===== config.mk =====
export PLATFORM = sky130hd
export DESIGN_NAME = matrix_arithmetic_engine_top
export DESIGN_NICKNAME = d
export VERILOG_FILES = /design/src/hdl/mae_pkg.sv /design/src/hdl/mae_front.sv /design/src/hdl/mae_queue.sv /design/src/hdl/mae_back.sv /design/src/hdl/matrix_arithmetic_engine_top.sv
export SDC_FILE = /design/constraint.sdc
export NUM_CORES = 2
export LEC_CHECK = 0
export ABC_AREA = 0
export BUFFER_PORTS_ARGS = -buffer_cell sky130_fd_sc_hd__buf_4
export CORE_ASPECT_RATIO = 1.25
export CORE_MARGIN = 1
export CORE_UTILIZATION = 39
export CTS_CLUSTER_DIAMETER = 120
export DETAILED_ROUTE_END_ITERATION = 16
export PLACE_DENSITY_LB_ADDON = 0.1
export SYNTH_ARGS = -nofsm -noshare
export SYNTH_HDL_FRONTEND = slang
export SYNTH_SLANG_ARGS = --single-unit

===== constraint.sdc =====
create_clock -name clk -period 16.35 [get_ports clk]
set_clock_uncertainty 0.15 [all_clocks]
set_input_delay 1.635 -clock clk [delete_from_list [all_inputs] [get_ports clk]]
set_output_delay 1.635 -clock clk [all_outputs]
set_load 0.02 [all_outputs]

===== src/hdl/mae_pkg.sv =====
`timescale 1ns / 1ps

package mae_pkg;

    localparam int VAL_W     = 36;
    localparam int CFG_IDX_W = 3;
    localparam int CFG_DAT_W = 16;
    localparam int IN_DAT_W  = 24;
    localparam int OUT_DAT_W = 48;
    localparam int QDEPTH    = 4;
    localparam int QPW       = 2;

    localparam logic [VAL_W-1:0] VAL_MAX = 36'h7_FFFF_FFFF;

    // input item kinds
    localparam logic [1:0] KIND_WR_A = 2'd0;
    localparam logic [1:0] KIND_WR_B = 2'd1;
    localparam logic [1:0] KIND_RUN  = 2'd2;

    // operating modes
    localparam logic [1:0] MODE_ADD   = 2'd0;
    localparam logic [1:0] MODE_SUB   = 2'd1;
    localparam logic [1:0] MODE_MUL   = 2'd2;
    localparam logic [1:0] MODE_SCALE = 2'd3;

    // configuration register indexes
    localparam logic [CFG_IDX_W-1:0] REG_OP_MODE = 3'd0;
    localparam logic [CFG_IDX_W-1:0] REG_A_ROWS  = 3'd1;
    localparam logic [CFG_IDX_W-1:0] REG_A_COLS  = 3'd2;
    localparam logic [CFG_IDX_W-1:0] REG_B_ROWS  = 3'd3;
    localparam logic [CFG_IDX_W-1:0] REG_B_COLS  = 3'd4;
    localparam logic [CFG_IDX_W-1:0] REG_SCALE   = 3'd5;

    typedef enum logic [1:0] {
        CMD_WR_A = 2'd0,
        CMD_WR_B = 2'd1,
        CMD_RUN  = 2'd2
    } cmd_op_t;

    typedef struct packed {
        cmd_op_t            op;
        logic [2:0]         row;
        logic [2:0]         col;
        logic signed [15:0] elem;
    } cmd_t;

    typedef struct packed {
        logic [1:0]         op_mode;
        logic [3:0]         a_rows;
        logic [3:0]         a_cols;
        logic [3:0]         b_rows;
        logic [3:0]         b_cols;
        logic signed [15:0] scale;
    } cfg_t;

    typedef struct packed {
        logic [2:0] row;
        logic [2:0] col;
        logic       k_first;
        logic       k_last;
        logic       e_last;
        logic       err;
    } tag_t;

endpackage


===== src/hdl/mae_front.sv =====
`timescale 1ns / 1ps

module mae_front #(
    parameter int MAX_DIM = 8
) (
    input  logic                          clk,
    input  logic                          rst_n,
    input  logic                          s_tvalid,
    output logic                          s_tready,
    input  logic [mae_pkg::IN_DAT_W-1:0]  s_tdata,   // row_index, col_index, element
    input  logic [1:0]                    s_tuser,   // kind
    output mae_pkg::cmd_t                 cmd,
    output logic                          cmd_valid,
    input  logic                          cmd_ready
);
    import mae_pkg::*;

    logic       hold_v_reg;
    logic       hold_v_next;
    cmd_t       hold_reg;
    cmd_t       dec;
    logic       keep;
    logic       accept;
    logic [2:0] row_in;
    logic [2:0] col_in;
    logic       in_range;

    assign row_in   = s_tdata[2:0];
    assign col_in   = s_tdata[5:3];
    assign in_range = ({1'b0, row_in} < 4'(MAX_DIM)) && ({1'b0, col_in} < 4'(MAX_DIM));

    always_comb
    begin
        dec.row  = row_in;
        dec.col  = col_in;
        dec.elem = $signed(s_tdata[21:6]);
        dec.op   = CMD_RUN;
        keep     = 1'b0;
        unique case (s_tuser) inside
            KIND_WR_A, KIND_WR_B:
            begin
                dec.op = (s_tuser == KIND_WR_A) ? CMD_WR_A : CMD_WR_B;
                keep   = in_range;
            end
            KIND_RUN:
            begin
                dec.op = CMD_RUN;
                keep   = 1'b1;
            end
            default:
            begin
                keep = 1'b0;
            end
        endcase
    end

    assign s_tready = !hold_v_reg || cmd_ready;
    assign accept   = s_tvalid && s_tready;

    always_comb
    begin
        hold_v_next = hold_v_reg;
        if (accept)
        begin
            hold_v_next = keep;
        end
        else if (cmd_ready)
        begin
            hold_v_next = 1'b0;
        end
    end

    always_ff @(posedge clk or negedge rst_n)
    begin
        if (!rst_n)
        begin
            hold_v_reg <= 1'b0;
        end
        else
        begin
            hold_v_reg <= hold_v_next;
        end
    end

    always_ff @(posedge clk)
    begin
        if (accept)
        begin
            hold_reg <= dec;
        end
    end

    assign cmd       = hold_reg;
    assign cmd_valid = hold_v_reg;

endmodule


===== src/hdl/mae_queue.sv =====
`timescale 1ns / 1ps

module mae_queue (
    input  logic          clk,
    input  logic          rst_n,
    input  mae_pkg::cmd_t push_cmd,
    input  logic          push_valid,
    output logic          push_ready,
    output mae_pkg::cmd_t pop_cmd,
    output logic          pop_valid,
    input  logic          pop_ready
);
    import mae_pkg::*;

    cmd_t           q_mem_reg [QDEPTH];
    logic [QPW-1:0] wr_ptr_reg;
    logic [QPW-1:0] wr_ptr_next;
    logic [QPW-1:0] rd_ptr_reg;
    logic [QPW-1:0] rd_ptr_next;
    logic [QPW:0]   count_reg;
    logic [QPW:0]   count_next;
    logic           do_push;
    logic           do_pop;

    assign push_ready = (count_reg != (QPW+1)'(QDEPTH));
    assign pop_valid  = (count_reg != '0);
    assign do_push    = push_valid && push_ready;
    assign do_pop     = pop_valid && pop_ready;
    assign pop_cmd    = q_mem_reg[rd_ptr_reg];

    always_comb
    begin
        wr_ptr_next = do_push ? wr_ptr_reg + 1'b1 : wr_ptr_reg;
        rd_ptr_next = do_pop ? rd_ptr_reg + 1'b1 : rd_ptr_reg;
        count_next  = count_reg;
        if (do_push && !do_pop)
        begin
            count_next = count_reg + 1'b1;
        end
        else if (do_pop && !do_push)
        begin
            count_next = count_reg - 1'b1;
        end
    end

    always_ff @(posedge clk or negedge rst_n)
    begin
        if (!rst_n)
        begin
            wr_ptr_reg <= '0;
            rd_ptr_reg <= '0;
            count_reg  <= '0;
        end
        else
        begin
            wr_ptr_reg <= wr_ptr_next;
            rd_ptr_reg <= rd_ptr_next;
            count_reg  <= count_next;
        end
    end

    always_ff @(posedge clk)
    begin
        if (do_push)
        begin
            q_mem_reg[wr_ptr_reg] <= push_cmd;
        end
    end

endmodule


===== src/hdl/mae_back.sv =====
`timescale 1ns / 1ps

module mae_back #(
    parameter int MAX_DIM    = 8,
    parameter int ELEM_WIDTH = 16
) (
    input  logic                           clk,
    input  logic                           rst_n,
    input  mae_pkg::cfg_t                  cfg,
    input  mae_pkg::cmd_t                  cmd,
    input  logic                           cmd_valid,
    output logic                           cmd_ready,
    output logic                           m_tvalid,
    input  logic                           m_tready,
    output logic [mae_pkg::OUT_DAT_W-1:0]  m_tdata,   // value, out_row, out_col
    output logic                           m_tlast,
    output logic                           m_tuser    // error
);
    import mae_pkg::*;

    localparam int IW    = $clog2(MAX_DIM);
    localparam int DEPTH = MAX_DIM * MAX_DIM;
    localparam int ADW   = $clog2(DEPTH);
    localparam int EW    = ELEM_WIDTH;
    localparam int OW    = (EW > 16) ? EW : 16;
    localparam int PW    = EW + OW;
    localparam int AW    = PW + IW;
    localparam int SW    = (AW > VAL_W) ? AW : VAL_W;

    typedef enum logic [1:0] {
        ST_IDLE = 2'b01,
        ST_RUN  = 2'b10
    } state_t;

    function automatic logic [3:0] eff_dim(input logic [3:0] v);
        logic [3:0] r;
        r = v;
        if (v == 4'd0)
        begin
            r = 4'd1;
        end
        else if (v > 4'(MAX_DIM))
        begin
            r = 4'(MAX_DIM);
        end
        return r;
    endfunction

    function automatic logic [ADW-1:0] addr_of(input logic [IW-1:0] r, input logic [IW-1:0] c);
        return ADW'(r) * ADW'(MAX_DIM) + ADW'(c);
    endfunction

    state_t                state_reg;
    state_t                state_next;
    logic [1:0]            mode_reg;
    logic                  err_reg;
    logic [IW-1:0]         lim_r_reg;
    logic [IW-1:0]         lim_c_reg;
    logic [IW-1:0]         lim_k_reg;
    logic [IW-1:0]         i_reg;
    logic [IW-1:0]         j_reg;
    logic [IW-1:0]         k_reg;
    logic [IW-1:0]         i_next;
    logic [IW-1:0]         j_next;
    logic [IW-1:0]         k_next;

    logic signed [EW-1:0]  mem_a [DEPTH];
    logic signed [EW-1:0]  mem_b [DEPTH];
    logic signed [EW-1:0]  a_q_reg;
    logic signed [EW-1:0]  b_q_reg;

    logic                  s1_v_reg;
    tag_t                  s1_tag_reg;
    logic                  s2_v_reg;
    tag_t                  s2_tag_reg;
    logic signed [PW-1:0]  s2_val_reg;
    logic                  s3_v_reg;
    tag_t                  s3_tag_reg;
    logic signed [AW-1:0]  acc_reg;
    logic signed [AW-1:0]  acc_next;

    logic                  m_valid_reg;
    logic [VAL_W-1:0]      m_value_reg;
    logic [2:0]            m_row_reg;
    logic [2:0]            m_col_reg;
    logic                  m_last_reg;
    logic                  m_err_reg;

    logic                  adv;
    logic                  issue;
    logic                  start;
    logic                  wr_en;
    logic [ADW-1:0]        wr_addr;
    logic signed [EW-1:0]  wr_data;
    logic [ADW-1:0]        rd_addr_a;
    logic [ADW-1:0]        rd_addr_b;
    logic                  k_last;
    logic                  j_last;
    logic                  i_last;
    logic                  e_last;
    tag_t                  s0_tag;

    logic [3:0]            ar;
    logic [3:0]            ac;
    logic [3:0]            br;
    logic [3:0]            bc;
    logic                  mismatch;

    logic signed [OW-1:0]  op2;
    logic signed [PW-1:0]  a_x;
    logic signed [PW-1:0]  b_x;
    logic signed [PW-1:0]  prod;
    logic signed [PW-1:0]  s2_val_next;

    logic signed [SW-1:0]  acc_x;
    logic signed [SW-1:0]  max_c;
    logic signed [SW-1:0]  min_c;
    logic signed [SW-1:0]  sat;

    assign adv       = !m_valid_reg || m_tready;
    assign cmd_ready = (state_reg == ST_IDLE);
    assign issue     = (state_reg == ST_RUN) && adv;
    assign start     = cmd_valid && cmd_ready && (cmd.op == CMD_RUN);
    assign wr_en     = cmd_valid && cmd_ready && (cmd.op != CMD_RUN);
    assign wr_addr   = addr_of(cmd.row[IW-1:0], cmd.col[IW-1:0]);
    assign wr_data   = EW'($signed(cmd.elem));

    // dimension check on the configured sizes
    assign ar = eff_dim(cfg.a_rows);
    assign ac = eff_dim(cfg.a_cols);
    assign br = eff_dim(cfg.b_rows);
    assign bc = eff_dim(cfg.b_cols);

    always_comb
    begin
        case (cfg.op_mode) inside
            MODE_MUL:              mismatch = (ac != br);
            MODE_ADD, MODE_SUB:    mismatch = (ar != br) || (ac != bc);
            default:               mismatch = 1'b0;
        endcase
    end

    // walk over i, j and the inner index k
    assign k_last = (k_reg == lim_k_reg);
    assign j_last = (j_reg == lim_c_reg);
    assign i_last = (i_reg == lim_r_reg);
    assign e_last = i_last && j_last && k_last;

    always_comb
    begin
        if (mode_reg == MODE_MUL)
        begin
            rd_addr_a = addr_of(i_reg, k_reg);
            rd_addr_b = addr_of(k_reg, j_reg);
        end
        else
        begin
            rd_addr_a = addr_of(i_reg, j_reg);
            rd_addr_b = addr_of(i_reg, j_reg);
        end
    end

    always_comb
    begin
        s0_tag.row     = 3'(i_reg);
        s0_tag.col     = 3'(j_reg);
        s0_tag.k_first = (k_reg == '0);
        s0_tag.k_last  = k_last;
        s0_tag.e_last  = e_last;
        s0_tag.err     = err_reg;
    end

    always_comb
    begin
        state_next = state_reg;
        i_next     = i_reg;
        j_next     = j_reg;
        k_next     = k_reg;
        unique case (state_reg)
            ST_IDLE:
            begin
                if (start)
                begin
                    state_next = ST_RUN;
                    i_next     = '0;
                    j_next     = '0;
                    k_next     = '0;
                end
            end
            ST_RUN:
            begin
                if (adv)
                begin
                    if (!k_last)
                    begin
                        k_next = k_reg + 1'b1;
                    end
                    else
                    begin
                        k_next = '0;
                        if (!j_last)
                        begin
                            j_next = j_reg + 1'b1;
                        end
                        else
                        begin
                            j_next = '0;
                            i_next = i_reg + 1'b1;
                        end
                    end
                    if (e_last)
                    begin
                        state_next = ST_IDLE;
                    end
                end
            end
            default:
            begin
                state_next = ST_IDLE;
            end
        endcase
    end

    always_ff @(posedge clk or negedge rst_n)
    begin
        if (!rst_n)
        begin
            state_reg   <= ST_IDLE;
            s1_v_reg    <= 1'b0;
            s2_v_reg    <= 1'b0;
            s3_v_reg    <= 1'b0;
            m_valid_reg <= 1'b0;
        end
        else
        begin
            state_reg <= state_next;
            if (adv)
            begin
                s1_v_reg    <= issue;
                s2_v_reg    <= s1_v_reg;
                s3_v_reg    <= s2_v_reg && s2_tag_reg.k_last;
                m_valid_reg <= s3_v_reg;
            end
        end
    end

    always_ff @(posedge clk)
    begin
        i_reg <= i_next;
        j_reg <= j_next;
        k_reg <= k_next;
        if (start)
        begin
            mode_reg  <= cfg.op_mode;
            err_reg   <= mismatch;
            lim_r_reg <= mismatch ? '0 : IW'(ar - 4'd1);
            lim_c_reg <= mismatch ? '0 :
                         IW'(((cfg.op_mode == MODE_MUL) ? bc : ac) - 4'd1);
            lim_k_reg <= (mismatch || (cfg.op_mode != MODE_MUL)) ? '0 : IW'(ac - 4'd1);
        end
    end

    // element stores
    always_ff @(posedge clk)
    begin
        if (wr_en && (cmd.op == CMD_WR_A))
        begin
            mem_a[wr_addr] <= wr_data;
        end
        if (issue)
        begin
            a_q_reg <= mem_a[rd_addr_a];
        end
    end

    always_ff @(posedge clk)
    begin
        if (wr_en && (cmd.op == CMD_WR_B))
        begin
            mem_b[wr_addr] <= wr_data;
        end
        if (issue)
        begin
            b_q_reg <= mem_b[rd_addr_b];
        end
    end

    // shared multiplier, adder for add and subtract
    assign op2  = (mode_reg == MODE_SCALE) ? OW'($signed(cfg.scale)) : OW'(b_q_reg);
    assign a_x  = PW'(a_q_reg);
    assign b_x  = PW'(b_q_reg);
    assign prod = a_x * PW'(op2);

    always_comb
    begin
        case (mode_reg)
            MODE_ADD: s2_val_next = a_x + b_x;
            MODE_SUB: s2_val_next = a_x - b_x;
            default:  s2_val_next = prod;
        endcase
    end

    assign acc_next = s2_tag_reg.k_first ? AW'(s2_val_reg) : acc_reg + AW'(s2_val_reg);

    // saturation to the result range
    assign acc_x = SW'(acc_reg);
    assign max_c = SW'(VAL_MAX);
    assign min_c = ~max_c;
    assign sat   = (acc_x > max_c) ? max_c : ((acc_x < min_c) ? min_c : acc_x);

    always_ff @(posedge clk)
    begin
        if (adv)
        begin
            s1_tag_reg <= s0_tag;
            s2_tag_reg <= s1_tag_reg;
            s2_val_reg <= s2_val_next;
            if (s2_v_reg)
            begin
                acc_reg    <= acc_next;
                s3_tag_reg <= s2_tag_reg;
            end
            if (s3_v_reg)
            begin
                m_value_reg <= s3_tag_reg.err ? '0 : sat[VAL_W-1:0];
                m_row_reg   <= s3_tag_reg.err ? 3'd0 : s3_tag_reg.row;
                m_col_reg   <= s3_tag_reg.err ? 3'd0 : s3_tag_reg.col;
                m_last_reg  <= s3_tag_reg.e_last;
                m_err_reg   <= s3_tag_reg.err;
            end
        end
    end

    assign m_tvalid = m_valid_reg;
    assign m_tdata  = {6'd0, m_col_reg, m_row_reg, m_value_reg};
    assign m_tlast  = m_last_reg;
    assign m_tuser  = m_err_reg;

`ifndef ASSERT_OFF
    a_err_single: assert property (@(posedge clk) disable iff (!rst_n)
        m_tvalid && m_tuser |-> m_tlast && (m_value_reg == '0))
        else $error("error beat must be last and zero");

    a_walk_bounds: assert property (@(posedge clk) disable iff (!rst_n)
        (state_reg == ST_RUN) |-> (i_reg <= lim_r_reg) && (j_reg <= lim_c_reg)
                                  && (k_reg <= lim_k_reg))
        else $error("walk counter beyond limit");

    a_walk_end: assert property (@(posedge clk) disable iff (!rst_n)
        issue && e_last |=> (state_reg == ST_IDLE))
        else $error("walk did not end after last element");
`endif

endmodule


===== src/hdl/matrix_arithmetic_engine_top.sv =====
`timescale 1ns / 1ps

// channel   dir  handshake                   payload
// s_*       in   s_tvalid / s_tready         s_tdata, s_tuser
// m_*       out  m_tvalid / m_tready         m_tdata, m_tlast, m_tuser
// cfg_*     in   cfg_valid / cfg_ready       cfg_index, cfg_data
//
// element writes are taken one per cycle, while the command queue has room, into a 4-entry command queue
// a compute item holds the back end from its start until its walk ends, one step per element read:
// rows*cols (add, subtract, scale), rows*cols*inner (multiply), one for an error run
// a result passes the read registers, s2, the accumulator and the output register (inner 1 unless multiply)
// rst_n clears control state only; store contents are undefined until written
// a stalled m_tready freezes the back-end pipeline while the front keeps filling the queue

module matrix_arithmetic_engine_top #(
    parameter int MAX_DIM    = 8,
    parameter int ELEM_WIDTH = 16
) (
    input  logic                           clk,
    input  logic                           rst_n,
    input  logic                           s_tvalid,
    output logic                           s_tready,
    input  logic [mae_pkg::IN_DAT_W-1:0]   s_tdata,   // row_index, col_index, element
    input  logic [1:0]                     s_tuser,   // kind
    output logic                           m_tvalid,
    input  logic                           m_tready,
    output logic [mae_pkg::OUT_DAT_W-1:0]  m_tdata,   // value, out_row, out_col
    output logic                           m_tlast,
    output logic                           m_tuser,   // error
    input  logic                           cfg_valid,
    output logic                           cfg_ready,
    input  logic [mae_pkg::CFG_IDX_W-1:0]  cfg_index,
    input  logic [mae_pkg::CFG_DAT_W-1:0]  cfg_data
);
    import mae_pkg::*;

    cfg_t cfg_reg;
    cmd_t front_cmd;
    logic front_valid;
    logic front_ready;
    cmd_t q_cmd;
    logic q_valid;
    logic q_ready;

    assign cfg_ready = 1'b1;

    always_ff @(posedge clk or negedge rst_n)
    begin
        if (!rst_n)
        begin
            cfg_reg.op_mode <= MODE_MUL;
            cfg_reg.a_rows  <= 4'd8;
            cfg_reg.a_cols  <= 4'd8;
            cfg_reg.b_rows  <= 4'd8;
            cfg_reg.b_cols  <= 4'd8;
            cfg_reg.scale   <= 16'sd1;
        end
        else if (cfg_valid && cfg_ready)
        begin
            unique case (cfg_index)
                REG_OP_MODE: cfg_reg.op_mode <= cfg_data[1:0];
                REG_A_ROWS:  cfg_reg.a_rows  <= cfg_data[3:0];
                REG_A_COLS:  cfg_reg.a_cols  <= cfg_data[3:0];
                REG_B_ROWS:  cfg_reg.b_rows  <= cfg_data[3:0];
                REG_B_COLS:  cfg_reg.b_cols  <= cfg_data[3:0];
                REG_SCALE:   cfg_reg.scale   <= $signed(cfg_data);
                default:
                begin
                end
            endcase
        end
    end

    mae_front #(
        .MAX_DIM (MAX_DIM)
    ) u_front (
        .clk       (clk),
        .rst_n     (rst_n),
        .s_tvalid  (s_tvalid),
        .s_tready  (s_tready),
        .s_tdata   (s_tdata),
        .s_tuser   (s_tuser),
        .cmd       (front_cmd),
        .cmd_valid (front_valid),
        .cmd_ready (front_ready)
    );

    mae_queue u_queue (
        .clk        (clk),
        .rst_n      (rst_n),
        .push_cmd   (front_cmd),
        .push_valid (front_valid),
        .push_ready (front_ready),
        .pop_cmd    (q_cmd),
        .pop_valid  (q_valid),
        .pop_ready  (q_ready)
    );

    mae_back #(
        .MAX_DIM    (MAX_DIM),
        .ELEM_WIDTH (ELEM_WIDTH)
    ) u_back (
        .clk       (clk),
        .rst_n     (rst_n),
        .cfg       (cfg_reg),
        .cmd       (q_cmd),
        .cmd_valid (q_valid),
        .cmd_ready (q_ready),
        .m_tvalid  (m_tvalid),
        .m_tready  (m_tready),
        .m_tdata   (m_tdata),
        .m_tlast   (m_tlast),
        .m_tuser   (m_tuser)
    );

endmodule


### After elaboration in Yosys (flattened, before gate mapping)

Memories as Yosys holds them, arrays and structs flattened. A register that Yosys moved wholly into a read port is not among the register bits.
Index checks and enable logic that the tools add are counted.

| cells by class | value |
|---|---|
| reduce and logical (&&, ||, !) cells | 51 |
| multiply operators | 1 |
| multiplexer cells | 46 |
| add/sub/neg operators | 17 |
| eq/ne operators | 30 |
| order comparisons | 6 |

Operator list:

| cell | number |
|---|---|
| 35-bit two-way mux | 2 |
| 32-bit one-hot mux with 2 select lines | 1 |
| 35-bit by 36-bit > comparator with 1-bit output, second input constant | 1 |
| 35-bit by 36-bit < comparator with 1-bit output, second input constant | 1 |
| 3-bit two-way mux | 12 |
| 36-bit two-way mux | 1 |
| 35-bit by 32-bit adder with 35-bit output | 1 |
| 16-bit by 16-bit multiplier with 32-bit output | 1 |
| 4-bit two-way mux | 8 |
| 6-bit by 3-bit adder with 6-bit output | 4 |
| 3-bit one-hot mux with 2 select lines | 3 |
| 16-bit by 16-bit adder with 17-bit output | 1 |
| 16-bit by 16-bit subtractor with 17-bit output | 1 |
| 4-bit > comparator, second input constant | 4 |
| 4-bit zero test | 4 |
| 16-bit two-way mux | 1 |
| 2-bit AND reduction | 8 |
| 1-bit logical AND | 13 |
| 3-bit by 1-bit adder with 3-bit output, second input constant | 4 |
| 2-bit equality test, second input constant | 6 |
| 1-bit two-way mux | 12 |
| 6-bit two-way mux | 2 |
| 4-bit != test | 3 |
| 3-bit by 1-bit subtractor with 3-bit output, second input constant | 4 |
| 22 further kinds | 53 |

| word-level totals | value |
|---|---|
| output and inout bits | 53 |
| bits in writable memories | 2144 |
| memories kept | 3 |
| bits in registers | 232 |

Memories:

| memory | depth | bits a word | read ports | clocked after Yosys merged registers in | wr ports | RTL line | RTL |
|---|---|---|---|---|---|---|---|
| u_back.mem_a | 64 | 16 | 1 | 1 | 1 | mae_back.sv:67 | `logic signed [EW-1:0] mem_a [DEPTH];` |
| u_back.mem_b | 64 | 16 | 1 | 1 | 1 | mae_back.sv:68 | `logic signed [EW-1:0] mem_b [DEPTH];` |
| u_queue.q_mem_reg | 4 | 24 | 1 | 0 | 1 | mae_queue.sv:15 | `cmd_t q_mem_reg [QDEPTH];` |

### Logic depth before layout (Yosys ltp)

| depth | value |
|---|---|
| depth in word-level cells | 8 |
| mapped depth | 26 |
| depth with buffers taken out | 23 |

### Cells and area by module

From an unflattened synthesis, not the netlist that was laid out.

| unflattened totals | value |
|---|---|
| cell total of the unflattened synthesis | 5389 |
| area, all modules | 104650.4 um^2 |

By module, submodules not included:

| module | sequential area each (um^2) | area an instance (um^2) | instances | cells an instance |
|---|---|---|---|---|
| mae_back | 67385.9 | 98603.3 | 1 | 5120 |
| mae_queue | 3057.9 | 3918.8 | 1 | 161 |
| matrix_arithmetic_engine_top | 858.3 | 1336.3 | 1 | 77 |
| mae_front | 745.7 | 792.0 | 1 | 31 |

### Least setup slack after synthesis

Ideal clock, no wire load.

| timing | value |
|---|---|
| path type | reg-to-reg |
| start point | register u_back.mode_reg[0] |
| end point | register u_back.s2_val_reg[27], data pin |
| data arrival time | 6848 ps |
| setup slack | 9099 ps |
| clock period less this slack | 7251 ps |
| path buffers | 3 |
| cell stages (with the launch flop) | 24 |
| required time | 15946 ps |
| cell sequence | edfxtp_1 > buf_4 > nand2_1 > clkbuf_1 > mux2_2 > clkbuf_1 > nand2_1 > inv_1 > fa_1 > fa_1 > fa_1 > fa_1 > fa_1 > inv_1 > fa_1 > inv_1 > ha_1 > o21a_1 > a21boi_0 > o21bai_1 > o21ba_2 > a21bo_2 > xor2_1 > a21o_1 |

| on the way | value |
|---|---|
| word-level cells in the longest chain between the ends | 4 |
| elaborated cells between the ends (all ways) | 6 |
| those cells by class | mul: 1; eq/ne: 2; mux: 2; reduce/logical: 1 |

RTL lines:

| what | RTL line | RTL |
|---|---|---|
| start, declared | mae_back.sv:55 | `logic [1:0] mode_reg;` |
| start signal, assigned | mae_back.sv:254 | `mode_reg <= cfg.op_mode;` |
| 2-bit equality test | mae_back.sv:289 | `assign op2 = (mode_reg == MODE_SCALE) ? OW'($signed(cfg.scale)) : OW'(b_q_reg);` |
| 16-bit two-way mux | mae_back.sv:289 |  |
| 16-bit by 16-bit multiplier with 32-bit output | mae_back.sv:292 | `assign prod = a_x * PW'(op2);` |
| 32-bit one-hot mux with 2 select lines * | mae_back.sv:296 | `case (mode_reg)` |
| via u_back.s2_val_next[27] | mae_back.sv:113 | `logic signed [PW-1:0] s2_val_next;` |
| end signal, assigned | mae_back.sv:317 | `s2_val_reg <= s2_val_next;` |
| end, declared | mae_back.sv:76 | `logic signed [PW-1:0] s2_val_reg;` |

The timed path passes the listed nets; every way through them passes the cells marked *.
A chain may end at the register's enable or synchronous reset.

### Worst setup path after layout

| timing | value |
|---|---|
| start point | register u_back.mode_reg[0] |
| end point | register u_back.s2_val_reg[30], data pin |

Same word-level chain as after synthesis.

==> out/metrics.cfg <==
[route]
routed_wl_mm = 262
first_pass_iters = 5
viasPerCell = 5.34
dr.first_iter.drc_count = 3987
drc = 0
vias = 50896
postRouteAntennaNets = 0
wl_per_cell_um = 27.5

[cts]
clk_path_buf_depth = 4
post_cts_buffers = 0
cts_buffers = 247
clockRootBuffer = clkbuf_16
clk_pin_slew_ps = 60
holdBufCountCts = 0
clock_latency_ps = 950
postCtsResizedCells = 0
clock-sinks = 2407
cts_max_level = 4
cts_tree = done

[sta]
fin_crit_sh = 0.514
fmax_mhz = 119
finalCriticalPeriod_ps = 8400
worst_slew_pin_slew_ps = 1230
tns_ps = 0
maxSlewHeadroom = 0.177
setup_viol = 0
rsz0062_at_grt = false
hold_violations = 0
final_max_slew_viol_count = 0

[synthesis]
ys_ff_latch = 2407
ys_async_sr_fraction = 0.0199
synthCells = 5488
ys_seq_area_frac = 0.685
ys.flop_type = edfxtp_1
ys_warn_count = 0
synth-edff-count = 2359
avgSynthCellArea_um2 = 19.2
syn_area_um2 = 105000
ys_types = 81

[die]
initial_utilization = 0.393
die_area_um2 = 272000
io_pins = 103
fp.dieW_um = 466
core_um2 = 267000
rows = 212
die_h_um = 583

[worst_setup_path]
critPathMaxStageDelay_ps = 630
criticalPathCategory = register to register
worstPathRequired_ps = 16920
worstSetupStartpoint = u_back.mode_reg[0]
cpMostUsedCell = fa_1
worstPathArrival_ps = 8970
path_delay_family = adder cells
r2r_start = u_back.mode_reg[0]
worstSetupStartpointType = register
endpoint_kind = register
crit_fanout = 26
critical_path_buf_inv_count = 7
cpMaxStageDelayCell = nand2_1

[job]
maxCapViolations = 0

[global_route]
grt_overflow = 0
grtUsageTotal = 0.194
grt_max_degree = 138
grt_pass1_wl_mm = 383
antenna_found_initial = 7
grt_pass1_vias = 54460

[layout]
syn2layout_area_growth_pct = 13.0
layout.nets = 6274
layout-drive-gt1-share = 0.236

[min_path]
hold_path.class = register to register
min_from = u_back.s2_tag_reg[5]

[placed_design]
numPortBuffers = 93
gp_congestion = 0.798
dp_hpwl_mm = 166

[outcome]
status = completed

## cell families after synthesis
family | Yosys count | share of synthesized area
flip-flops | 2407 | 0.685
AND/OR/NAND/NOR | 850 | 0.0397
multiplexers | 739 | 0.152
buffers and inverters | 598 | 0.0226
adder cells (fa/ha/maj) | 428 | 0.0699
AO/OA/AOI/OAI | 369 | 0.0228
XOR/XNOR | 95 | 0.00791
other | 2 | 0.0000714
## worst paths after layout
check	slack (ps)	cells after the start	end
worst max-delay path	7950	25	u_back.s2_val_reg[30]
worst min-delay path	260	0	u_back.s3_tag_reg[5]
worst max register to register	7950	25	u_back.s2_val_reg[30]
worst min register to register	260	0	u_back.s3_tag_reg[5]
max in group asynchronous	14740	1	cfg_reg[24]
min in group asynchronous	680	1	cfg_reg[4]
## metal layers
metal / GRT usage / routed length (µm) / vias to the layer above
met3: 0.0225 / 9350 / 326
met1: 0.253 / 110000 / 27465
met2: 0.345 / 137000 / 964
met4: 0.0441 / 5550 / 0
met5: 0 / 0 / -
li1: - / - / 22141
## cell usage after synthesis, types with 42 or more instances
cell type	n	share of area
nor2b_1	123	0.0073
o21ai_0	85	0.0040
clkbuf_1	154	0.0055
a21o_1	43	0.0031
edfxtp_1	2359	0.67
inv_1	348	0.012
ha_1	162	0.019
and2_1	81	0.0048
a21oi_1	83	0.0040
nand2_1	254	0.0091
fa_1	266	0.051
mux2_2	48	0.0051
buf_2	42	0.0020
nor2_1	225	0.0080
mux4_2	680	0.15
xnor2_1	65	0.0054
## layout by cell type (no fill, tap or decap), types with 8 or more instances in the layout
| master | Yosys | routed |
|---|---|---|
| o21bai_1 | 14 | 14 |
| edfxtp_1 | 2359 | 2359 |
| or3_1 | 9 | 8 |
| nor4_1 | 14 | 14 |
| bufinv_16 | 0 | 22 |
| buf_4 | 13 | 297 |
| mux2i_1 | 11 | 11 |
| o21a_1 | 8 | 8 |
| clkinv_1 | 0 | 46 |
| fa_1 | 266 | 266 |
| clkinvlp_4 | 0 | 12 |
| nand4_1 | 9 | 9 |
| nand2_1 | 254 | 254 |
| nor2_1 | 225 | 224 |
| and3_1 | 14 | 14 |
| inv_1 | 348 | 347 |
| nand3_1 | 19 | 19 |
| dfrtp_1 | 41 | 41 |
| nand2b_1 | 28 | 28 |
| and2_1 | 81 | 79 |
| a21oi_1 | 83 | 78 |
| mux4_2 | 680 | 664 |
| mux2_2 | 48 | 48 |
| clkinv_2 | 0 | 44 |
| mux4_4 | 0 | 16 |
| xnor2_1 | 65 | 65 |
| nor3b_1 | 11 | 10 |
| ha_1 | 162 | 162 |
| a21o_1 | 43 | 42 |
| o31ai_1 | 12 | 12 |
| xor2_1 | 30 | 30 |
| nor3_1 | 20 | 20 |
| a211oi_1 | 32 | 32 |
| o21ai_0 | 85 | 85 |
| clkbuf_1 | 154 | 52 |
| nor2b_1 | 123 | 123 |
| a31oi_1 | 24 | 24 |
| clkbuf_16 | 0 | 247 |
| clkbuf_8 | 0 | 9 |
## cell type report
cell class              count  area, µm²
flip-flops and latches   2407      72000
clock inverters           138       1370
repair buffers            303       2350
well taps                3531       4420
clock buffers             308       6500
fillers                 23145     149000
multi-input cells        2488      30900
inverters                 349       1320
diodes                      6       15.0
## metrics by stage
step	util	instances	cell area [µm²]	hold slack (ps)	setup slack [ps]
after global routing	0.445	9527	119000	269	7570
after CTS	0.445	9524	119000	266	7840
after floorplan	-	5493	105000	250	9100
final	0.445	9530	119000	262	7950
after global placement	0.415	9078	111000	254	7930
after detailed placement	0.415	9078	111000	255	7890
Power is left out: the tool's default activity adds up to more than one toggle a clock period on the data nets, which glitch-free logic cannot reach.
